**config.mk**
```make
export PLATFORM = sky130hd
export DESIGN_NAME = lfu_slot_replacement_oldest_tie_unit
export DESIGN_NICKNAME = d
export VERILOG_FILES = /design/src/hdl/lfus_pkg.sv /design/src/hdl/lfus_victim_tree.sv /design/src/hdl/lfu_slot_replacement_oldest_tie_unit.sv
export SDC_FILE = /design/constraint.sdc
export NUM_CORES = 2
export LEC_CHECK = 0
export BUFFER_PORTS_ARGS = -buffer_cell sky130_fd_sc_hd__buf_2
export CORE_ASPECT_RATIO = 0.75
export CORE_MARGIN = 2
export CORE_UTILIZATION = 35
export DETAILED_ROUTE_END_ITERATION = 10
export GPL_TIMING_DRIVEN = 0
export HOLD_SLACK_MARGIN = 0.02
export MAX_ROUTING_LAYER = met4
export PLACE_DENSITY_LB_ADDON = 0.05
export SETUP_SLACK_MARGIN = 0.2
export SLEW_MARGIN = 10
export SYNTH_ARGS = -nofsm -noshare
export SYNTH_HDL_FRONTEND = slang
export SYNTH_SLANG_ARGS = --single-unit
```
**constraint.sdc**
```tcl
create_clock -name clock -period 32.2 [get_ports clock]
set_clock_uncertainty 0.15 [all_clocks]
set_input_delay 6.44 -clock clock [delete_from_list [all_inputs] [get_ports clock]]
set_output_delay 6.44 -clock clock [all_outputs]
set_load 0.02 [all_outputs]
```
**src/hdl/lfus_pkg.sv**
```systemverilog
`default_nettype none

package lfus_pkg;

   localparam int SLOTS = 16;
   localparam int IDX_W = (SLOTS > 1) ? $clog2(SLOTS) : 1;
   localparam int KEY_W = 16;
   localparam int CNT_W = 16;
   localparam int AGE_W = 16;
   localparam int CFG_W = 5;
   localparam int OUT_DATA_W = 40;
   localparam int OUT_USER_W = 2;

   localparam logic [CFG_W-1:0] CFG_RESET = CFG_W'(16);

   typedef logic [IDX_W-1:0] slot_idx_type;
   typedef logic [CNT_W-1:0] count_type;
   typedef logic [AGE_W-1:0] age_type;
   typedef logic [KEY_W-1:0] key_type;

   typedef count_type [SLOTS-1:0] count_vec_type;
   typedef age_type [SLOTS-1:0] age_vec_type;

   function automatic logic [15:0] sat_inc(input logic [15:0] v);
      return (v == 16'hFFFF) ? v : v + 16'd1;
   endfunction

endpackage

`default_nettype wire

```
**src/hdl/lfus_victim_tree.sv**
```systemverilog
`default_nettype none

module lfus_victim_tree (
   input  lfus_pkg::count_vec_type      counts,
   input  lfus_pkg::age_vec_type        ages,
   input  wire [lfus_pkg::SLOTS-1:0]    live,
   output lfus_pkg::slot_idx_type       victim
);

   typedef struct packed {
      logic                   live;
      lfus_pkg::count_type    count;
      lfus_pkg::age_type      age;
      lfus_pkg::slot_idx_type idx;
   } node_type;

   localparam int NODES = 2 * lfus_pkg::SLOTS - 1;

   node_type node [NODES];

   // right side wins only when strictly better: lower count, then older
   function automatic node_type pick(input node_type a, input node_type b);
      logic take_b;
      take_b = b.live && (!a.live || (b.count < a.count) ||
               ((b.count == a.count) && (b.age > a.age)));
      return take_b ? b : a;
   endfunction

   always_comb begin
      for (int i = 0; i < lfus_pkg::SLOTS; i++) begin
         node[lfus_pkg::SLOTS-1+i].live  = live[i];
         node[lfus_pkg::SLOTS-1+i].count = counts[i];
         node[lfus_pkg::SLOTS-1+i].age   = ages[i];
         node[lfus_pkg::SLOTS-1+i].idx   = lfus_pkg::IDX_W'(i);
      end
      for (int n = lfus_pkg::SLOTS - 2; n >= 0; n--) begin
         node[n] = pick(node[2*n+1], node[2*n+2]);
      end
   end

   assign victim = node[0].idx;

endmodule

`default_nettype wire

```
**src/hdl/lfu_slot_replacement_oldest_tie_unit.sv**
```systemverilog
`default_nettype none

// LFU slot table with oldest-first tie break. Each item on req carries a
// 16-bit key; one result per item comes back on rsp, in order, passing through
// the input register and then the result register. A new item is taken every
// cycle while rsp is not stalled: the whole lookup, age update, and victim choice
// (a four-level compare tree over the 16 slot registers) are combinational between
// the input and result registers. csr_wdata sets the number of active slots
// (0 acts as 1, above 16 acts as 16); write it only while the block is idle.
module lfu_slot_replacement_oldest_tie_unit (
   input  wire                               clock,
   input  wire                               reset,
   input  wire                               req_tvalid,
   output logic                              req_tready,
   input  wire  [15:0]                       req_tdata,   // candidate_id
   output logic                              rsp_tvalid,
   input  wire                               rsp_tready,
   // evicted_id[15:0], slot_index[19:16], count_after[35:20], zero pad
   output logic [lfus_pkg::OUT_DATA_W-1:0]   rsp_tdata,
   // was_hit[0], did_evict[1]
   output logic [lfus_pkg::OUT_USER_W-1:0]   rsp_tuser,
   input  wire                               csr_we,
   input  wire  [lfus_pkg::CFG_W-1:0]        csr_wdata
);

   localparam int N = lfus_pkg::SLOTS;

   logic [lfus_pkg::CFG_W-1:0] frames_ff;
   logic                       in_valid_ff;
   lfus_pkg::key_type          in_key_ff;
   logic                       advance;

   logic [N-1:0]               slot_valid_ff;
   lfus_pkg::key_type          slot_key_ff [N];
   lfus_pkg::count_vec_type    slot_count_ff;
   lfus_pkg::age_vec_type      slot_age_ff;

   logic                       rsp_valid_ff;
   logic                       hit_ff, evict_ff;
   lfus_pkg::key_type          gone_ff;
   lfus_pkg::slot_idx_type     slot_ff;
   lfus_pkg::count_type        cnt_ff;

   logic [lfus_pkg::CFG_W-1:0] lim;
   logic [N-1:0]               active, live;
   lfus_pkg::age_vec_type      age_raised;
   lfus_pkg::age_vec_type      age_next;
   logic                       hit, free_found;
   lfus_pkg::slot_idx_type     hit_slot, free_slot, victim, slot_in;
   lfus_pkg::count_type        cnt_in;
   lfus_pkg::key_type          gone_in;

   assign advance    = in_valid_ff && (!rsp_valid_ff || rsp_tready);
   assign req_tready = !in_valid_ff || advance;

   always_comb begin
      if (frames_ff == '0) begin
         lim = lfus_pkg::CFG_W'(1);
      end else if (frames_ff > lfus_pkg::CFG_W'(N)) begin
         lim = lfus_pkg::CFG_W'(N);
      end else begin
         lim = frames_ff;
      end
   end

   always_comb begin
      hit        = 1'b0;
      free_found = 1'b0;
      hit_slot   = '0;
      free_slot  = '0;
      for (int i = 0; i < N; i++) begin
         active[i]     = lfus_pkg::CFG_W'(i) < lim;
         live[i]       = active[i] && slot_valid_ff[i];
         age_raised[i] = live[i] ? lfus_pkg::sat_inc(slot_age_ff[i]) : slot_age_ff[i];
         if (live[i] && (slot_key_ff[i] == in_key_ff) && !hit) begin
            hit      = 1'b1;
            hit_slot = lfus_pkg::IDX_W'(i);
         end
         if (active[i] && !slot_valid_ff[i] && !free_found) begin
            free_found = 1'b1;
            free_slot  = lfus_pkg::IDX_W'(i);
         end
      end
   end

   lfus_victim_tree u_victim (
      .counts (slot_count_ff),
      .ages   (age_raised),
      .live   (live),
      .victim (victim)
   );

   always_comb begin
      gone_in = '0;
      if (hit) begin
         slot_in = hit_slot;
         cnt_in  = lfus_pkg::sat_inc(slot_count_ff[hit_slot]);
      end else if (free_found) begin
         slot_in = free_slot;
         cnt_in  = lfus_pkg::CNT_W'(1);
      end else begin
         slot_in = victim;
         cnt_in  = lfus_pkg::CNT_W'(1);
         gone_in = slot_key_ff[victim];
      end
   end

   // a newly placed key starts at age 0
   always_comb begin
      age_next = age_raised;
      if (!hit) begin
         age_next[slot_in] = '0;
      end
   end

   always_ff @(posedge clock) begin
      if (reset) begin
         frames_ff     <= lfus_pkg::CFG_RESET;
         in_valid_ff   <= 1'b0;
         rsp_valid_ff  <= 1'b0;
         slot_valid_ff <= '0;
      end else begin
         if (csr_we) begin
            frames_ff <= csr_wdata;
         end
         if (req_tready) begin
            in_valid_ff <= req_tvalid;
         end
         if (advance) begin
            rsp_valid_ff <= 1'b1;
         end else if (rsp_tready) begin
            rsp_valid_ff <= 1'b0;
         end
         if (advance && !hit) begin
            slot_valid_ff[slot_in] <= 1'b1;
         end
      end
   end

   always_ff @(posedge clock) begin
      if (req_tready && req_tvalid) begin
         in_key_ff <= req_tdata;
      end
      if (advance) begin
         slot_age_ff <= age_next;
         if (hit) begin
            slot_count_ff[slot_in] <= cnt_in;
         end else begin
            slot_key_ff[slot_in]   <= in_key_ff;
            slot_count_ff[slot_in] <= cnt_in;
         end
         hit_ff   <= hit;
         evict_ff <= !hit && !free_found;
         gone_ff  <= gone_in;
         slot_ff  <= slot_in;
         cnt_ff   <= cnt_in;
      end
   end

   assign rsp_tvalid = rsp_valid_ff;
   assign rsp_tuser  = {evict_ff, hit_ff};
   assign rsp_tdata  = {4'd0, cnt_ff, slot_ff, gone_ff};

endmodule

`default_nettype wire

```
==> flow_summary.yaml <==
setup_path:
  max_stage_delay_ps: 1000
  start_kind: "register"
  worstPathArrival_ps: 23310
  crit_type: "reg2reg"
  r2r_end: "slot_key_ff[10][1]"
  cp_top_family: "compound AO/OA/AOI/OAI gates"
  critPathSlowestCell: "buf_1"
  cp-end-kind: "register"
  required_ps: 32510
  r2r-start: "frames_ff[4]"
  reg2reg_slack_ps: 9200
  ff2ff_path_depth: 62
  crit_fanout: 11
  cp_num_buf_inv: 12
placement:
  dpl-instance-area_mm2: 0.0635
  finalWeightedCongestion: 0.977
  dp_hpwl_um: 197000
  port_buffers: 63
synth:
  syn_area_mm2: 0.0591
  yosysMostFrequentCell: "edfxtp_1"
  syn_inst: 6016
  synth_top_flop_cell: "edfxtp_1"
  synth.distinct_cells: 109
  yosys_warnings: 0
  synth_seq_cells: 845
  synth_edf_count: 822
  synth-async-reset-ratio_pct: 0
  syn_avg_cell_area_um2: 9.82
  netlist_top_cells_count: "822 x edfxtp_1, 633 x nor2_1, 552 x nand2_1"
  synth_sequential_area_ratio_pct: 42.5
  synth_top_area_share_pct: 41.8
  synth.largest_area_cell: "edfxtp_1"
  ys_top_cells_by_area: "edfxtp_1 42%, ha_1 10%, mux2i_1 5.3%, nor2_1 4.0%, nand2_1 3.5%"
power_and_ir_drop:
  p_leak_uw: 0.0270
  powerDensity_mw_per_mm2: 40.5
  ir_worst_vdd_mv: 0.0402
layout:
  final_area_mm2: 0.0669
  drive_above_1_share_pct: 8.62
  area_growth_pct: 13.2
  fillers: 16669
  num-nets-final: 6762
status:
  status: "finished with violations"
  violations: "capacitance limit, slew limit"
floorplan:
  coreArea_mm2: 0.168
  dieWidth_um: 478
  io_pins: 70
  die_h_um: 360
  start_util_pct: 35.3
  rows: 130
  dieArea_mm2: 0.172
drt:
  drc: 0
  vias: 48856
  viasPerCell: 5.69
  wl_um: 247000
  ant_nets: 0
  drt-wirelength-per-cell_um: 28.8
  drtIter0Drc: 5879
  first_pass_iters: 8
sta:
  hold_violations: 0
  finalCritPeriodShare_pct: 71.4
  slew_violations: 1
  fmax_ghz: 0.0435
  fin_crit_ps: 23000
  worst_slew_pin_slew_ps: 1490
  rsz0062_at_grt: "no"
  setup_viol: 0
  tns_ps: 0
  slew_headroom_pct: -2.33
clock_network:
  cts_max_path_buffers: 3
  post_cts_resized: 0
  post_cts_buffers: 0
  cts-buffers-inserted: 99
  clk_latency_ps: 780
  ctsHoldBuffers: 0
  htree_levels: 3
  clk_pin_slew_ps: 70
  cts_tree: "built"
  cts_sinks: 845
  cts_root_buf: "clkbuf_16"
min_path:
  hp-class: "reg2reg"
  min-delay-start: "slot_valid_ff[8]"
  whs_path_depth: 2
  min_to: "slot_valid_ff[8]"
global_routing:
  grt_max_degree: 56
  grt_usage_pct: 28.9
  grt_pass1_wl_um: 347000
  grt_pass1_vias: 46016
  grt.overflow.total: 0
  grt_antenna_before_repair: 10
run:
  cap_violations: 1
how the worst max path moves through the flow:
stage	start	to	slack (ps)	depth (start not counted)
floorplan	rsp_tready	slot_key_ff[6][0]	14090	6
global placement	rsp_tready	slot_key_ff[3][4]	5580	6
detailed placement	frames_ff[1]	slot_key_ff[10][1]	9850	61
CTS	frames_ff[1]	slot_key_ff[10][1]	9740	61
global route	frames_ff[2]	slot_key_ff[10][1]	8630	61
finish	frames_ff[4]	slot_key_ff[10][1]	9200	62
cell families after synthesis:
kind of cell	after synthesis	share of synthesized area (%)
simple gates	2084	17.1
compound gates	1167	12.6
flops	845	42.5
buf+inv	603	4.20
fa+ha+maj	493	10.4
xor+xnor	449	6.65
mux	374	6.51
other cells	1	0.00635
state kept, by name, summed over array words and instances, names as in the netlist, 4 cells and up:
signal and count:
slot_key_ff 256, frames_ff 5, slot_valid_ff 16, slot_age_ff 256
slot_ff 4, slot_count_ff 256, gone_ff 16, in_key_ff 16
cnt_ff 16
metal layers:
layer | GRT usage (%) | vias up | routed length, um
met5 | - | - | 0
li1 | - | 22501 | -
met3 | 7.06 | 237 | 23600
met1 | 43.8 | 24239 | 121000
met2 | 38.5 | 1879 | 97600
met4 | 5.36 | 0 | 4710
cells in the final DEF (no fill, tap or decap), types with 25 or more instances in the layout:
| cell type | synthesis | final |
|---|---|---|
| edfxtp_1 | 822 | 822 |
| and4_1 | 30 | 30 |
| clkbuf_1 | 142 | 156 |
| and2_1 | 92 | 92 |
| a22oi_1 | 41 | 41 |
| nand4_1 | 199 | 199 |
| mux2i_1 | 310 | 308 |
| xnor2_1 | 219 | 219 |
| mux2_2 | 60 | 60 |
| nor3_1 | 71 | 59 |
| nand3_1 | 172 | 172 |
| nand2b_1 | 46 | 46 |
| buf_2 | 57 | 120 |
| o21ai_0 | 227 | 215 |
| nor4_1 | 56 | 56 |
| buf_8 | 3 | 28 |
| a31oi_1 | 108 | 108 |
| buf_6 | 7 | 26 |
| clkbuf_16 | 0 | 99 |
| o21a_1 | 86 | 86 |
| xor2_1 | 230 | 230 |
| buf_4 | 12 | 26 |
| nor2b_1 | 85 | 84 |
| and3_1 | 52 | 52 |
| ha_1 | 485 | 485 |
| inv_1 | 364 | 364 |
| a211oi_1 | 83 | 82 |
| o211ai_1 | 25 | 25 |
| nand2_1 | 552 | 552 |
| a21o_1 | 125 | 125 |
| a21oi_1 | 321 | 312 |
| nor2_1 | 633 | 608 |
power breakdown:
| group | switching (uW) | internal (uW) | leakage, uW |
|---|---|---|---|
| Clock | 529 | 691 | 0.00162 |
| Sequential | 27.8 | 1230 | 0.00803 |
| Combinational | 155 | 83.3 | 0.0173 |
stage by stage:
stage | power (uW) | setup WS (ps) | utilization [%] | cells | hold WS (ps)
floorplan | 1420 | 14090 | - | 6019 | 312
global placement | 1520 | 5580 | 37.1 | 8326 | 349
detailed placement | 1510 | 9850 | 37.9 | 8394 | 353
CTS | 2730 | 9740 | 39.9 | 8579 | 367
global route | 2800 | 8630 | 39.9 | 8585 | 400
finish | 2710 | 9200 | 39.9 | 8590 | 368
worst register-to-register path, delay by kind of cell, from the launching register on:
| family | cells | cell delay (ps) |
|---|---|---|
| compound gates | 29 | 8450 |
| buf+inv | 12 | 6370 |
| simple gates | 14 | 5200 |
| fa+ha+maj | 4 | 1360 |
| mux | 2 | 660 |
| flops | 1 | 310 |
| xor+xnor | 1 | 190 |
final cells by class:
cell class	instances	area, um^2	area share [%]
antenna	11	27.5	0.0411
buffer	238	1120	1.67
clock buffer	115	2540	3.79
clock inverter	70	865	1.29
inverter	365	1370	2.05
multi-input combinational	4571	31800	47.5
sequential	845	25100	37.6
tap	2244	2810	4.20
timing repair buffer	131	1280	1.92
Power figures use the tool's default switching activity.
